## src/design/pphp_pkg.sv

```systemverilog
// Shared types, codes and constants of the PROXY v2 header parser.
package pphp_pkg;

    localparam int ADDR_BYTES = 36;
    localparam int ADDR_IDX_W = $clog2(ADDR_BYTES);
    localparam int ADDR_VIEW_W = ADDR_BYTES * 8;

    localparam logic [15:0] MAX_LEN_RESET = 16'd256;
    localparam logic [3:0] SIG_LAST = 4'd11;
    localparam logic [3:0] VER_CMD_IDX = 4'd12;
    localparam logic [3:0] FAM_IDX = 4'd13;
    localparam logic [3:0] LEN_HI_IDX = 4'd14;
    localparam logic [3:0] LEN_LO_IDX = 4'd15;

    localparam logic [3:0] VERSION_2 = 4'h2;
    localparam logic [3:0] CMD_PROXY = 4'h1;
    localparam logic [3:0] XPORT_STREAM = 4'h1;
    localparam logic [3:0] FAM_INET = 4'h1;
    localparam logic [3:0] FAM_INET6 = 4'h2;
    localparam logic [15:0] INET_MIN_LEN = 16'd12;
    localparam logic [15:0] INET6_MIN_LEN = 16'd36;
    localparam logic [31:0] V4_MAP_PREFIX = 32'h0000_FFFF;

    typedef enum logic [1:0] {
        PH_HDR,
        PH_PAY,
        PH_DONE,
        PH_ERR
    } t_phase;

    typedef enum logic [3:0] {
        ST_MORE         = 4'd0,
        ST_DONE         = 4'd1,
        ST_NOT_CONSUMED = 4'd2,
        ST_SIG          = 4'd3,
        ST_VER          = 4'd4,
        ST_CMD          = 4'd5,
        ST_TRANSPORT    = 4'd6,
        ST_TOOLONG      = 4'd7,
        ST_SHORT        = 4'd8,
        ST_FAMILY       = 4'd9,
        ST_STUCK        = 4'd10
    } t_status;

    typedef struct packed {
        t_status     status;
        logic [63:0] src_addr_hi;
        logic [63:0] src_addr_lo;
        logic [63:0] dst_addr_hi;
        logic [63:0] dst_addr_lo;
        logic [15:0] src_port;
        logic [15:0] dst_port;
        logic        is_ipv4;
    } t_result;

    typedef struct packed {
        logic                  en;
        logic [ADDR_IDX_W-1:0] idx;
        logic [7:0]            data;
    } t_addr_wr;

    function automatic logic [7:0] sig_byte(input logic [3:0] idx);
        logic [7:0] b;
        unique case (idx)
            4'd0: b = 8'h0D;
            4'd1: b = 8'h0A;
            4'd2: b = 8'h0D;
            4'd3: b = 8'h0A;
            4'd4: b = 8'h00;
            4'd5: b = 8'h0D;
            4'd6: b = 8'h0A;
            4'd7: b = 8'h51;
            4'd8: b = 8'h55;
            4'd9: b = 8'h49;
            4'd10: b = 8'h54;
            4'd11: b = 8'h0A;
            default: b = 8'h00;
        endcase
        return b;
    endfunction

endpackage

```

## src/design/pphp_addr_buf.sv

```systemverilog
// Storage for the leading payload bytes, with the byte being written merged into the view.
module pphp_addr_buf (
    input  logic                              i_clk,
    input  pphp_pkg::t_addr_wr                i_wr,
    output logic [pphp_pkg::ADDR_VIEW_W-1:0]  o_view
);

    logic [7:0] r_mem [pphp_pkg::ADDR_BYTES];

    always_ff @(posedge i_clk) begin
        if (i_wr.en) begin
            r_mem[i_wr.idx] <= i_wr.data;
        end
    end

    // Byte zero sits in the top bits so that address fields are plain slices.
    always_comb begin
        for (int i = 0; i < pphp_pkg::ADDR_BYTES; i++) begin
            if (i_wr.en && (i_wr.idx == pphp_pkg::ADDR_IDX_W'(i))) begin
                o_view[pphp_pkg::ADDR_VIEW_W - 1 - 8 * i -: 8] = i_wr.data;
            end else begin
                o_view[pphp_pkg::ADDR_VIEW_W - 1 - 8 * i -: 8] = r_mem[i];
            end
        end
    end

endmodule

```

## src/design/pphp_core.sv

```systemverilog
// Parser state and the per-byte decision that produces one result.
module pphp_core (
    input  logic                              i_clk,
    input  logic                              i_rst_n,
    input  logic                              i_step,
    input  logic                              i_cmd,
    input  logic [7:0]                        i_data_byte,
    input  logic [15:0]                       i_max_len,
    input  logic [pphp_pkg::ADDR_VIEW_W-1:0]  i_view,
    output pphp_pkg::t_addr_wr                o_wr,
    output pphp_pkg::t_result                 o_result
);

    localparam int VW = pphp_pkg::ADDR_VIEW_W;

    pphp_pkg::t_phase r_phase, n_phase;
    logic [15:0] r_count, n_count;
    logic        r_sig_ok, n_sig_ok;
    logic [7:0]  r_ver_cmd, n_ver_cmd;
    logic [7:0]  r_fam, n_fam;
    logic [15:0] r_len, n_len;

    pphp_pkg::t_result fin;
    logic              fin_ok;
    pphp_pkg::t_result res;
    logic [3:0]        hdr_idx;

    assign hdr_idx = r_count[3:0];

    always_comb begin
        fin = '0;
        fin_ok = 1'b0;
        priority if (r_fam[7:4] == pphp_pkg::FAM_INET) begin
            if (n_len < pphp_pkg::INET_MIN_LEN) begin
                fin.status = pphp_pkg::ST_SHORT;
            end else begin
                fin_ok = 1'b1;
                fin.status = pphp_pkg::ST_DONE;
                fin.src_addr_lo = {pphp_pkg::V4_MAP_PREFIX, i_view[VW - 1 -: 32]};
                fin.dst_addr_lo = {pphp_pkg::V4_MAP_PREFIX, i_view[VW - 33 -: 32]};
                fin.src_port = i_view[VW - 65 -: 16];
                fin.dst_port = i_view[VW - 81 -: 16];
                fin.is_ipv4 = 1'b1;
            end
        end else if (r_fam[7:4] == pphp_pkg::FAM_INET6) begin
            if (n_len < pphp_pkg::INET6_MIN_LEN) begin
                fin.status = pphp_pkg::ST_SHORT;
            end else begin
                fin_ok = 1'b1;
                fin.status = pphp_pkg::ST_DONE;
                fin.src_addr_hi = i_view[VW - 1 -: 64];
                fin.src_addr_lo = i_view[VW - 65 -: 64];
                fin.dst_addr_hi = i_view[VW - 129 -: 64];
                fin.dst_addr_lo = i_view[VW - 193 -: 64];
                fin.src_port = i_view[VW - 257 -: 16];
                fin.dst_port = i_view[VW - 273 -: 16];
            end
        end else begin
            fin.status = pphp_pkg::ST_FAMILY;
        end
    end

    always_comb begin
        n_phase = r_phase;
        n_count = r_count;
        n_sig_ok = r_sig_ok;
        n_ver_cmd = r_ver_cmd;
        n_fam = r_fam;
        n_len = r_len;
        if (i_cmd) begin
            n_phase = pphp_pkg::PH_HDR;
            n_count = '0;
            n_sig_ok = 1'b1;
            n_ver_cmd = '0;
            n_fam = '0;
            n_len = '0;
        end else begin
            unique case (r_phase)
                pphp_pkg::PH_HDR: begin
                    if (hdr_idx <= pphp_pkg::SIG_LAST) begin
                        if (i_data_byte != pphp_pkg::sig_byte(hdr_idx)) begin
                            n_sig_ok = 1'b0;
                        end
                    end else if (hdr_idx == pphp_pkg::VER_CMD_IDX) begin
                        n_ver_cmd = i_data_byte;
                    end else if (hdr_idx == pphp_pkg::FAM_IDX) begin
                        n_fam = i_data_byte;
                    end else if (hdr_idx == pphp_pkg::LEN_HI_IDX) begin
                        n_len = {i_data_byte, r_len[7:0]};
                    end else begin
                        n_len = {r_len[15:8], i_data_byte};
                    end
                    n_count = {12'd0, hdr_idx} + 16'd1;
                    if (hdr_idx == pphp_pkg::LEN_LO_IDX) begin
                        if (!r_sig_ok || r_ver_cmd[7:4] != pphp_pkg::VERSION_2
                                || r_ver_cmd[3:0] != pphp_pkg::CMD_PROXY
                                || r_fam[3:0] != pphp_pkg::XPORT_STREAM
                                || n_len > i_max_len) begin
                            n_phase = pphp_pkg::PH_ERR;
                        end else begin
                            n_count = '0;
                            if (n_len == 16'd0) begin
                                n_phase = fin_ok ? pphp_pkg::PH_DONE : pphp_pkg::PH_ERR;
                            end else begin
                                n_phase = pphp_pkg::PH_PAY;
                            end
                        end
                    end
                end
                pphp_pkg::PH_PAY: begin
                    n_count = r_count + 16'd1;
                    if (n_count >= r_len) begin
                        n_phase = fin_ok ? pphp_pkg::PH_DONE : pphp_pkg::PH_ERR;
                    end
                end
                pphp_pkg::PH_DONE: begin
                end
                pphp_pkg::PH_ERR: begin
                end
            endcase
        end
    end

    always_comb begin
        res = '0;
        if (!i_cmd) begin
            unique case (r_phase)
                pphp_pkg::PH_HDR: begin
                    if (hdr_idx == pphp_pkg::LEN_LO_IDX) begin
                        priority if (!r_sig_ok) begin
                            res.status = pphp_pkg::ST_SIG;
                        end else if (r_ver_cmd[7:4] != pphp_pkg::VERSION_2) begin
                            res.status = pphp_pkg::ST_VER;
                        end else if (r_ver_cmd[3:0] != pphp_pkg::CMD_PROXY) begin
                            res.status = pphp_pkg::ST_CMD;
                        end else if (r_fam[3:0] != pphp_pkg::XPORT_STREAM) begin
                            res.status = pphp_pkg::ST_TRANSPORT;
                        end else if (n_len > i_max_len) begin
                            res.status = pphp_pkg::ST_TOOLONG;
                        end else if (n_len == 16'd0) begin
                            res = fin;
                        end else begin
                            res.status = pphp_pkg::ST_MORE;
                        end
                    end
                end
                pphp_pkg::PH_PAY: begin
                    if (n_count >= r_len) begin
                        res = fin;
                    end
                end
                pphp_pkg::PH_DONE: res.status = pphp_pkg::ST_NOT_CONSUMED;
                pphp_pkg::PH_ERR: res.status = pphp_pkg::ST_STUCK;
            endcase
        end
    end

    assign o_result = res;
    assign o_wr.en = i_step && !i_cmd && (r_phase == pphp_pkg::PH_PAY)
                     && (r_count < 16'(pphp_pkg::ADDR_BYTES));
    assign o_wr.idx = r_count[pphp_pkg::ADDR_IDX_W-1:0];
    assign o_wr.data = i_data_byte;

    always_ff @(posedge i_clk) begin
        if (!i_rst_n) begin
            r_phase <= pphp_pkg::PH_HDR;
            r_count <= '0;
            r_sig_ok <= 1'b1;
            r_ver_cmd <= '0;
            r_fam <= '0;
            r_len <= '0;
        end else if (i_step) begin
            r_phase <= n_phase;
            r_count <= n_count;
            r_sig_ok <= n_sig_ok;
            r_ver_cmd <= n_ver_cmd;
            r_fam <= n_fam;
            r_len <= n_len;
        end
    end

endmodule

```

## src/design/proxy_v2_header_parser_unit.sv

```systemverilog
// Top level of the PROXY v2 header parser: request and result registers around the core.
// The parser takes one request per clock cycle, either a stream byte or a restart command,
// and returns exactly one result per request. A request is held in an input register and
// is decided into the result register as soon as that register is empty or being taken.
// While a finished result waits to be taken, the input register takes at most one more
// request and then holds the request side until the result is taken; full throughput of
// one byte per cycle is kept as long as results are taken. Address fields, ports and
// is_ipv4 are zero unless the status is done. The user must write the payload length
// limit through the configuration channel only while no request is in flight; the block
// itself does not enforce this. The limit resets to 256.
module proxy_v2_header_parser_unit (
    input  logic        i_clk,
    input  logic        i_rst_n,
    input  logic        i_in_valid,
    output logic        o_in_ready,
    input  logic        i_cmd,
    input  logic [7:0]  i_data_byte,
    output logic        o_out_valid,
    input  logic        i_out_ready,
    output logic [3:0]  o_status,
    output logic [63:0] o_src_addr_hi,
    output logic [63:0] o_src_addr_lo,
    output logic [63:0] o_dst_addr_hi,
    output logic [63:0] o_dst_addr_lo,
    output logic [15:0] o_src_port,
    output logic [15:0] o_dst_port,
    output logic        o_is_ipv4,
    input  logic        i_cfg_valid,
    output logic        o_cfg_ready,
    input  logic [15:0] i_cfg_data
);

    logic        r_in_valid;
    logic        r_in_cmd;
    logic [7:0]  r_in_byte;
    logic        r_out_valid;
    pphp_pkg::t_result r_out;
    logic [15:0] r_max_len;

    logic              advance;
    pphp_pkg::t_result core_res;
    pphp_pkg::t_addr_wr addr_wr;
    logic [pphp_pkg::ADDR_VIEW_W-1:0] addr_view;

    assign advance = r_in_valid && (!r_out_valid || i_out_ready);
    assign o_in_ready = !r_in_valid || advance;
    assign o_cfg_ready = 1'b1;

    pphp_core u_core (
        .i_clk       (i_clk),
        .i_rst_n     (i_rst_n),
        .i_step      (advance),
        .i_cmd       (r_in_cmd),
        .i_data_byte (r_in_byte),
        .i_max_len   (r_max_len),
        .i_view      (addr_view),
        .o_wr        (addr_wr),
        .o_result    (core_res)
    );

    pphp_addr_buf u_addr_buf (
        .i_clk  (i_clk),
        .i_wr   (addr_wr),
        .o_view (addr_view)
    );

    always_ff @(posedge i_clk) begin
        if (!i_rst_n) begin
            r_in_valid <= 1'b0;
            r_out_valid <= 1'b0;
            r_max_len <= pphp_pkg::MAX_LEN_RESET;
        end else begin
            if (i_in_valid && o_in_ready) begin
                r_in_valid <= 1'b1;
            end else if (advance) begin
                r_in_valid <= 1'b0;
            end
            if (advance) begin
                r_out_valid <= 1'b1;
            end else if (i_out_ready) begin
                r_out_valid <= 1'b0;
            end
            if (i_cfg_valid) begin
                r_max_len <= i_cfg_data;
            end
        end
    end

    always_ff @(posedge i_clk) begin
        if (i_in_valid && o_in_ready) begin
            r_in_cmd <= i_cmd;
            r_in_byte <= i_data_byte;
        end
        if (advance) begin
            r_out <= core_res;
        end
    end

    assign o_out_valid = r_out_valid;
    assign o_status = r_out.status;
    assign o_src_addr_hi = r_out.src_addr_hi;
    assign o_src_addr_lo = r_out.src_addr_lo;
    assign o_dst_addr_hi = r_out.dst_addr_hi;
    assign o_dst_addr_lo = r_out.dst_addr_lo;
    assign o_src_port = r_out.src_port;
    assign o_dst_port = r_out.dst_port;
    assign o_is_ipv4 = r_out.is_ipv4;

endmodule

```

## config.mk

```make
export PLATFORM = sky130hd
export DESIGN_NAME = proxy_v2_header_parser_unit
export DESIGN_NICKNAME = d
export VERILOG_FILES = /design/src/design/pphp_pkg.sv /design/src/design/pphp_addr_buf.sv /design/src/design/pphp_core.sv /design/src/design/proxy_v2_header_parser_unit.sv
export SDC_FILE = /design/constraint.sdc
export NUM_CORES = 1
export LEC_CHECK = 0
export BUFFER_PORTS_ARGS = -buffer_cell sky130_fd_sc_hd__buf_2
export CAP_MARGIN = 30
export CORE_MARGIN = 2
export CORE_UTILIZATION = 45
export CTS_BUF_LIST = sky130_fd_sc_hd__clkbuf_16
export CTS_CLUSTER_SIZE = 14
export DETAILED_ROUTE_END_ITERATION = 6
export PLACE_DENSITY = 0.75
export SYNTH_ARGS = -nofsm -noshare
export SYNTH_HDL_FRONTEND = slang
export SYNTH_SLANG_ARGS = --single-unit
```

## constraint.sdc

```tcl
create_clock -name i_clk -period 28.6 [get_ports i_clk]
set_input_delay 1.43 -clock i_clk [delete_from_list [all_inputs] [get_ports i_clk]]
set_output_delay 1.43 -clock i_clk [all_outputs]
set_load 0.1 [all_outputs]
```

==> impl_metrics.tcl, run 1 <==
set metrics [dict create \
    async_flop_share_pct 0 \
    drive_gt1_share_pct 23.5 \
    syn_nets 2459 \
    path_buf_inv 4 \
    worst_path_max_delay_cell "nor2_1" \
    first_iter_violations 1971 \
    hold_viol 0 \
    internal-power_uw 1570 \
    period_minus_slack_ns 8.28 \
    clock.fmax_ghz 0.121 \
    rsz0062_at_grt "no" \
    yosysUniqueCellTypes 84 \
    combPwrFrac_pct 10.6 \
    syn_area_per_cell_um2 13.1 \
    critical_path_class "register to register" \
    maxSlewHeadroom_pct 22.5 \
    sw_frac_of_total_pct 27.3 \
    setup.worst_path.start_class "register" \
    synth_seq_cells 665 \
    worst_slew_pin_slew_ns 1.16 \
    switchingPower_uw 590 \
    slew_viol_final 0 \
    cts_tree "done" \
    die_height_um 266 \
    insertedDiodeCount 0 \
    drtPass1Iterations 6 \
    vias 20600 \
    regArea_um2 19200 \
    finalNonFillerCells 3565 \
    clk_latency_ns 0.63 \
    netlist_area_um2 30900 \
    vias_per_cell 5.77 \
    die_width_um 266 \
    ctsHoldBuffers 0 \
    multi_input_comb_area_um2 10700 \
    cts_root_buf "clkbuf_16" \
    holdWs_ns 0.498 \
    dieArea_um2 70800 \
    start_util_pct 45.3 \
    worst_path_dominant_cell_family "compound AO/OA/AOI/OAI gates" \
    grt_pass1_wl_mm 123 \
    synth_warnings 0 \
    cts-htree-levels 3 \
    placedCellCount 3433 \
    clock_sinks 665 \
    cts_made_buffers 72 \
    endpoint_kind "register" \
    gp_congestion 0.910 \
    seqPwrFrac_pct 50.3 \
    maxCapViolCount 0 \
    place.port_buffers 324 \
    outcome "complete, no violations" \
    yosysSeqAreaShare_pct 62.2 \
    crit_arrival_ns 8.61 \
    grt_usage_pct 22.7 \
    fin_skew_ns 0.0324 \
    cts_setup_buffers 0 \
    finalSetupViolCount 0 \
    final_nets 2729 \
    required_ns 28.93 \
    worst_ir_drop_vdd_mv 0.0369 \
    p_per_area_nw_per_um2 61.0 \
    clockBufferDepth 3 \
    synthFlopType "edfxtp_1" \
    grt_pass1_vias 20300 \
    crit_path_max_incr_delay_ns 0.88 \
    clk_pin_slew_ns 0.06 \
    area_growth_pct 14.9 \
    synth_edf_count 590 \
    antenna_found_initial 1 \
    wl_per_cell_um 22.9 \
    drc 0 \
    core_um2 68200 \
    rows 96 \
    crit_chain "inv_1 -> ha_1 -> nand4bb_1 -> nor2_1 -> nor2_1 -> a21oi_1 -> inv_1 -> ha_1 -> a2111oi_0 -> nand2_1 -> o221ai_1 -> a32oi_1 -> nand2b_1 -> o21bai_1 -> ha_1 -> nand2b_1 -> a21oi_1 -> o311ai_0 -> a21oi_1 -> o21ai_0 -> a32oi_4 -> buf_12 -> buf_4 -> nor3_2" \
    hold_class "register to register" \
    ios 326 \
    p_leak_uw 0.0137 \
    pwr-share-clk_pct 39.1 \
    n_fill_cell 5715 \
    grt-ovfl-total 0 \
    wl_mm 81.7 \
    finalCritPeriodShare_pct 28.9 \
    post_cts_resized 0 \
    synth_cells 2357 \
    finalSetupTns_ns 0 \
    worstPathMaxFanout 239 \
    grt_max_degree 240 \
    hpwl_mm 54.0 \
    antenna_left 0 \
]
## cell families (layout without fill, tap and decap cells)
family / count (synthesis) / in the layout / share of synthesized area (%)
AOI/OAI and AO/OA: 339 / 339 / 8.12
and+or+nand+nor: 703 / 703 / 12.2
xor gates and xnor gates: 21 / 21 / 0.595
other: 1 / 1 / 0.0121
buffers and inverters: 230 / 556 / 3.26
DFF: 665 / 665 / 62.2
muxes: 326 / 326 / 10.7
adders and majority gates: 72 / 72 / 2.92
## power by group through the flow
stage	registers [uW]	logic, uW	clock network (uW)
3_3_place_gp	1110	227	0
3_5_place_dp	1110	230	0
2_1_floorplan	1260	38.9	0
6_report	1090	230	847
5_1_grt	1090	237	898
4_1_cts	1090	230	861
## routing by layer
layer / vias up / part of all wire, % / global-route usage, %
met5: - / 0.015 / 0
met4: 2 / 3.4 / 9.14
met3: 161 / 6.0 / 3.17
met2: 773 / 48 / 37.2
met1: 10200 / 42 / 30.5
li1: 9406 / - / -
## worst paths after layout
path	from	endpoint	slack [ns]	depth (start not counted)
worst max-delay path	u_core.r_count[0]	o_dst_addr_hi[61]	20.32	24
worst min-delay path	r_max_len[9]	r_max_len[9]	0.50	2
worst max register to register	u_core.r_count[0]	o_dst_addr_hi[61]	20.32	24
worst min register to register	r_max_len[9]	r_max_len[9]	0.50	2
## stage by stage
stage                     setup slack [ns]  utilization, %  instance area, um^2  total power, uW
after global routing                 19.60            52.0                35500             2230
final                                20.32            52.0                35500             2170
after global placement               20.77            48.6                33200             1340
after floorplan                      17.82               -                30900             1300
after detailed placement             20.53            48.8                33300             1340
after CTS                            20.48            52.0                35500             2180
## cells in the mapped netlist, types with 10 or more instances
master | count | area share, %
edfxtp_1 | 590 | 57
mux2i_1 | 299 | 9.7
nor2_1 | 256 | 3.1
nand2_1 | 114 | 1.4
nor3_1 | 100 | 1.6
clkbuf_1 | 99 | 1.2
nor3_2 | 96 | 3.1
o22a_1 | 96 | 2.7
dfxtp_1 | 75 | 4.9
ha_1 | 72 | 2.9
a21oi_1 | 71 | 1.2
inv_1 | 55 | 0.67
buf_2 | 42 | 0.68
a22oi_1 | 37 | 0.90
o21ai_0 | 32 | 0.52
mux2_2 | 27 | 0.98
nand3_1 | 24 | 0.39
nand4_1 | 22 | 0.45
buf_1 | 17 | 0.21
a21o_1 | 15 | 0.36
o21ba_2 | 15 | 0.49
xor2_1 | 13 | 0.37
nand2b_1 | 12 | 0.24
nor4_1 | 12 | 0.24
buf_6 | 11 | 0.40
and2_1 | 10 | 0.20
nor2b_1 | 10 | 0.20
## flip-flops by register name, summed over array words and instances, names as in the netlist, named ones only
register	count
u_core.r_phase	2
r_max_len	16
o_src_port	16
o_dst_addr_hi	64
o_is_ipv4	1
o_status	4
u_core.r_count	16
o_out_valid	1
u_core.r_fam	8
o_dst_addr_lo	64
u_core.r_len	16
r_in_valid	1
r_in_cmd	1
o_src_addr_hi	64
o_dst_port	16
r_in_byte	8
u_core.r_sig_ok	1
o_src_addr_lo	64
u_core.r_ver_cmd	8
u_addr_buf.r_mem	288
## layout make-up
type	instances	share of cell area [%]
clock buffer	72	5.08
clock inverter	58	0.941
inverter	57	0.624
multi-input combinational	1462	30.2
sequential	665	54.1
tap	882	3.11
timing repair buffer	369	5.88
## layout by cell type (no fill, tap or decap), types with 7 or more instances in the layout
cell       instances
a21o_1            14
a21oi_1           71
a22oi_1           37
and2_1            10
and3_1             7
buf_2            324
buf_4             37
clkbuf_16         72
clkinv_1          25
clkinv_2           7
dfxtp_1           75
edfxtp_1         590
ha_1              72
inv_1             70
mux2_2            27
mux2i_1          299
nand2_1          114
nand2b_1          12
nand3_1           24
nand4_1           22
nor2_1           256
nor2b_1           10
nor3_1            99
nor3_2            97
nor4_1             9
o211ai_1           7
o21a_1             9
o21ai_0           32
o21ba_2           15
o22a_1            96
or2_2              7
xnor2_1            8
xor2_1            13
## tightest hold or removal path, delay by kind of cell (launching register included)
family	cells	cell delay, ns
DFF	1	0.33
muxes	1	0.06
and+or+nand+nor	1	0.07
Note: power is estimated with default switching activity, not from simulation.
==> run 2, diff against run 1 <==
==> constraint.sdc (replaced) <==
create_clock -name i_clk -period 8.2 [get_ports i_clk]
set_input_delay 0.41 -clock i_clk [delete_from_list [all_inputs] [get_ports i_clk]]
set_output_delay 0.41 -clock i_clk [all_outputs]
set_load 0.1 [all_outputs]
==> impl_metrics.tcl, run 2 (same netlist as run 1, synthesis figures left out) <==
set metrics [dict create \
    outcome "finished with violations" \
    violations "DRC" \
    endpoint_kind "register" \
    place.port_buffers 324 \
    core_um2 68200 \
    n_fill_cell 5646 \
    p_per_area_nw_per_um2 220 \
    mostFrequentLayoutCell "edfxtp_1" \
    grt_pass1_wl_mm 123 \
    wl_per_cell_um 23.0 \
    holdWs_ns 0.0305 \
    dieArea_um2 70800 \
    regArea_um2 19200 \
    grt_max_degree 161 \
    insertedDiodeCount 0 \
    hpwl_mm 53.8 \
    regMostFlops "u_addr_buf.r_mem" \
    cts-htree-levels 3 \
    period_minus_slack_ns 6.64 \
    antenna_found_initial 0 \
    ios 326 \
    finalPower_uw 7890 \
    post_cts_resized 0 \
    clock.fmax_ghz 0.151 \
    drtPass1Iterations 7 \
    endpoint "o_src_addr_lo[40]" \
    antenna_left 0 \
    worstSetupStartpoint "u_core.r_count[0]" \
    cts_tree "done" \
    setup.worst_path.start_class "register" \
    die_height_um 266 \
    p_leak_uw 0.0139 \
    die_width_um 266 \
    wl_mm 82.3 \
    worst_ir_drop_vdd_mv 0.132 \
    rows 96 \
    crit_arrival_ns 6.95 \
    hold_class "primary input to register" \
    hold_viol 0 \
    grt_usage_pct 22.7 \
    multi_input_comb_area_um2 10700 \
    finalSetupViolCount 0 \
    drc 2 \
    fin_skew_ns 0.0302 \
    clockBufferDepth 3 \
    drive_gt1_share_pct 24.0 \
    largest_reg_flops 288 \
    clk_latency_ns 0.62 \
    gp_congestion 0.928 \
    r2r_cells 25 \
    maxSlewHeadroom_pct 33.3 \
    first_iter_violations 2130 \
    grt-ovfl-total 0 \
    finalSetupTns_ns 0 \
    crit_path_max_incr_delay_ns 0.54 \
    vias_per_cell 5.78 \
    slew_viol_final 0 \
    r2r-end "o_src_addr_lo[40]" \
    vias 20700 \
    required_ns 8.51 \
    maxCapViolCount 0 \
    cts_root_buf "clkbuf_16" \
    critical_path_class "register to register" \
    finalCritPeriodShare_pct 80.9 \
    area_growth_pct 16.0 \
    start_util_pct 45.3 \
    worst_path_max_delay_cell "dfxtp_1" \
    rrSetupSlack_ns 1.56 \
    clk_pin_slew_ns 0.06 \
    crit-reg2reg-launch "u_core.r_count[0]" \
    rsz0062_at_grt "no" \
    worstPathMaxFanout 160 \
    cts_made_buffers 72 \
    layout_common_cells "edfxtp_1 (590), buf_2 (324), mux2i_1 (299)" \
    grt_pass1_vias 20400 \
    clock_sinks 665 \
    final_nets 2741 \
    worst_slew_pin_slew_ns 1.00 \
]
run 2: repair_timing:
action / CTS / global route
hold buffers: 9 / 0
endpoints found under the hold margin: 9 / 0
setup buffers: 0 / 0
run 2: routing by layer:
layer	part of all wire (%)	track usage, %	vias up
met1	42	30.6	10300
met2	49	38.1	828
met3	6.1	2.87	140
met4	2.8	7.77	0
met5	0	0	-
li1	-	-	9416
run 2: stage by stage:
| stage | area, um^2 | setup WS, ns | std cells | util (%) |
|---|---|---|---|---|
| 6_report | 35800 | 1.56 | 3575 | 52.5 |
| 5_1_grt | 35800 | 1.07 | 3575 | 52.5 |
| 3_5_place_dp | 33300 | 1.82 | 3437 | 48.9 |
| 3_3_place_gp | 33300 | 1.80 | 3433 | 48.7 |
| 4_1_cts | 35800 | 1.76 | 3574 | 52.5 |
| 2_1_floorplan | 30900 | 2.71 | 2357 | - |
run 2: worst min-delay path by stage:
stage                        startpoint                   to  slack [ns]  cells after the start
global route              i_cfg_data[8]         r_max_len[8]        0.04                      3
global placement        u_core.r_fam[0]      u_core.r_fam[0]        0.47                      2
floorplan               u_core.r_fam[0]      u_core.r_fam[0]        0.46                      2
detailed placement  u_core.r_ver_cmd[0]  u_core.r_ver_cmd[0]        0.49                      2
CTS                       i_cfg_data[8]         r_max_len[8]       0.003                      3
finish                       i_in_valid           r_in_valid        0.03                      3
run 2: final cells by class:
| type | count | share of cell area [%] |
|---|---|---|
| sequential | 665 | 53.6 |
| multi-input combinational | 1462 | 30.0 |
| timing repair buffer | 381 | 6.02 |
| clock buffer | 75 | 5.24 |
| tap | 882 | 3.08 |
| clock inverter | 53 | 1.46 |
| inverter | 57 | 0.618 |
run 2: report_power, final:
group          switching (uW)  leakage [uW]  internal [uW]  total (uW)
combinational             709       0.00677           96.7         806
clock                    1330       0.00123           1950        3280
sequential               39.1       0.00589           3760        3800
run 2: worst max-delay path: cells and delay by family (launching register included):
family,cells,cell delay (ns)
buf+inv,5,1.15
compound gates,10,2.65
flops,1,0.54
fa+ha+maj,3,0.84
simple gates,7,0.98
==> run 3, diff against run 2 <==
--- a/config.mk
+++ b/config.mk
@@ -5,6 +5,7 @@
 export SDC_FILE = /design/constraint.sdc
 export NUM_CORES = 1
 export LEC_CHECK = 0
+export ABC_AREA = 1
 export BUFFER_PORTS_ARGS = -buffer_cell sky130_fd_sc_hd__buf_2
 export CAP_MARGIN = 30
 export CORE_MARGIN = 2
@@ -12,7 +13,7 @@
 export CTS_BUF_LIST = sky130_fd_sc_hd__clkbuf_16
 export CTS_CLUSTER_SIZE = 14
 export DETAILED_ROUTE_END_ITERATION = 6
-export PLACE_DENSITY = 0.75
+export PLACE_DENSITY = 0.77
 export SYNTH_ARGS = -nofsm -noshare
 export SYNTH_HDL_FRONTEND = slang
 export SYNTH_SLANG_ARGS = --single-unit
==> constraint.sdc (replaced) <==
create_clock -name i_clk -period 5.6 [get_ports i_clk]
set_input_delay 0.28 -clock i_clk [delete_from_list [all_inputs] [get_ports i_clk]]
set_output_delay 0.28 -clock i_clk [all_outputs]
set_load 0.1 [all_outputs]
==> impl_metrics.tcl, run 3 <==
set metrics [dict create \
    antenna_left 0 \
    hold_viol 0 \
    endpoint_kind "register" \
    die_height_um 264 \
    wl_per_cell_um 21.9 \
    violations "DRC" \
    wl_mm 88.2 \
    maxSlewHeadroom_pct 32.1 \
    core_um2 66900 \
    p_per_area_nw_per_um2 319 \
    synth_edf_count 590 \
    yosysUniqueCellTypes 50 \
    worst_ir_drop_vdd_mv 0.195 \
    clock.fmax_ghz 0.193 \
    worst_slew_pin_slew_ns 1.01 \
    cts-htree-levels 3 \
    rows 95 \
    grt_usage_pct 24.8 \
    syn_nets 2888 \
    synth_seq_cells 665 \
    finalNonFillerCells 4033 \
    area_growth_pct 16.6 \
    period_minus_slack_ns 5.18 \
    synth_cells 2786 \
    drive_gt1_share_pct 20.8 \
    start_util_pct 45.3 \
    fin_ws_ns 0.419 \
    grt_pass1_vias 21000 \
    groute.layer.met2.usage_pct 40.5 \
    synthFlopType "edfxtp_1" \
    insertedDiodeCount 0 \
    synth_warnings 0 \
    p_leak_uw 0.0135 \
    worst_path_dominant_cell_family "simple AND/OR/NAND/NOR gates" \
    hpwl_mm 57.8 \
    worst_path_max_delay_cell "dfxtp_1" \
    finalSetupTns_ns 0 \
    outcome "finished with violations" \
    yosysMostFrequentCell "edfxtp_1" \
    synth_top_area_share_pct 58.5 \
    postLayoutCoreUtil_pct 52.8 \
    ios 326 \
    gp_congestion 0.937 \
    setup.worst_path.start_class "register" \
    clock_sinks 665 \
    required_ns 5.95 \
    rsz0062_at_grt "yes" \
    cts_setup_buffers 0 \
    async_flop_share_pct 0 \
    netlist_area_um2 30300 \
    finalSetupViolCount 0 \
    crit_arrival_ns 5.53 \
    regMostFlops "u_addr_buf.r_mem" \
    cts_tree "done" \
    path_buf_inv 2 \
    grt_max_degree 93 \
    dieArea_um2 69400 \
    maxCapViolCount 0 \
    finalCritPeriodShare_pct 92.5 \
    mostFrequentLayoutCell "edfxtp_1" \
    largest_reg_flops 288 \
    antenna_found_initial 0 \
    die_width_um 264 \
    syn_area_per_cell_um2 10.9 \
    grt_pass1_wl_mm 130 \
    grt-ovfl-total 0 \
    crit_path_frequent_cell "nand2_1" \
    fin_skew_ns 0.0266 \
    final_nets 3212 \
    gr-usage-met1_pct 32.3 \
    synth.area.top_cells "edfxtp_1 (58%), nand2_1 (6.9%), dfxtp_1 (5.0%), o21ai_0 (4.3%), a21oi_1 (3.3%)" \
    cts_made_buffers 69 \
    first_iter_violations 2847 \
    vias 22200 \
    worstPathMaxFanout 32 \
    yosysSeqAreaShare_pct 63.4 \
    clk_latency_ns 0.64 \
    dp_slack_ns 0.380 \
    yosysTopAreaCell "edfxtp_1" \
    clockBufferDepth 3 \
    yosys-top-cells-count "edfxtp_1 (590), nand2_1 (556), o21ai_0 (261)" \
    clk_pin_slew_ns 0.06 \
    layout_common_cells "edfxtp_1 (590), nand2_1 (555), buf_2 (324)" \
    hold_class "primary input to register" \
    drtPass1Iterations 7 \
    place.port_buffers 324 \
    met3_usage_pct 3.86 \
    drc 1 \
    busiest_layer "met2" \
    placedCellCount 3881 \
    vias_per_cell 5.51 \
    cts_root_buf "clkbuf_16" \
    crit_path_max_incr_delay_ns 0.45 \
    critical_path_class "register to register" \
    slew_viol_final 0 \
]
-- run 3: cell types whose count changed after synthesis, sizes merged, moves of 27 or more --
cell,delta
mux2,-27
nand3,+67
mux2i,-235
o21ai,+231
o22a,-96
or2,+100
nor3,-143
inv,+101
a21oi,+174
nand2,+449
a22oi,-35
-- run 3: layer usage --
| metal | vias up | part of all wire [%] |
|---|---|---|
| met2 | 1153 | 47 |
| li1 | 10300 | - |
| met5 | - | 0 |
| met4 | 0 | 5.0 |
| met1 | 10500 | 39 |
| met3 | 225 | 8.3 |
-- run 3: final cells by class --
cell class	instances	area, um^2
tap	873	1090
multi-input combinational	1809	9750
sequential	665	19200
clock buffer	71	1780
timing repair buffer	405	2450
clock inverter	50	428
inverter	160	611
fill	5679	31600
-- run 3: logic make-up (layout without fill, tap and decap cells) --
group | Yosys count | after routing | share of synthesized area, %
AOI/OAI and AO/OA | 541 | 541 | 9.74
xor gates and xnor gates | 12 | 12 | 0.347
adders and majority gates | 72 | 72 | 2.97
buffers and inverters | 312 | 686 | 4.55
DFF | 665 | 665 | 63.4
muxes | 64 | 64 | 2.11
other | 1 | 1 | 0.0124
and+or+nand+nor | 1119 | 1119 | 16.8
-- run 3: path summary, 6_finish.rpt --
check,slack [ns],cells after the start,from,end
max,0.42,29,u_core.r_count[1],o_src_addr_lo[16]
min,0.03,3,i_cfg_data[1],r_max_len[1]
max reg2reg,0.42,29,u_core.r_count[1],o_src_addr_lo[16]
min reg2reg,0.46,2,u_core.r_fam[0],u_core.r_fam[0]
-- run 3: repair_timing --
action / 4_1_cts / 5_1_grt
hold endpoints to repair: 26 / 0
gates resized for setup: 0 / 3
hold buffers: 30 / 0
endpoints found under the setup margin: 0 / 187
-- run 3: where the power goes --
part / leakage, uW / switching (uW) / internal (uW) / total, uW
combinational: 0.00623 / 1000 / 170 / 1170
clock: 0.00112 / 1980 / 2550 / 4530
sequential: 0.00611 / 54.3 / 5500 / 5550
total: 0.0135 / 3030 / 8220 / 11300
-- run 3: stage by stage --
stage          power [uW]  hold slack, ns  instance area (um^2)
4_1_cts             11300         0.00841                 35300
3_3_place_gp         6790           0.446                 32700
6_report            11300          0.0302                 35300
5_1_grt             11500          0.0320                 35300
2_1_floorplan        6540           0.379                 30300
3_5_place_dp         6800           0.451                 32800
-- run 3: worst min-delay path, delay by kind of cell --
family          cells  cell delay [ns]
buf+inv             1             0.09
compound gates      2             0.22
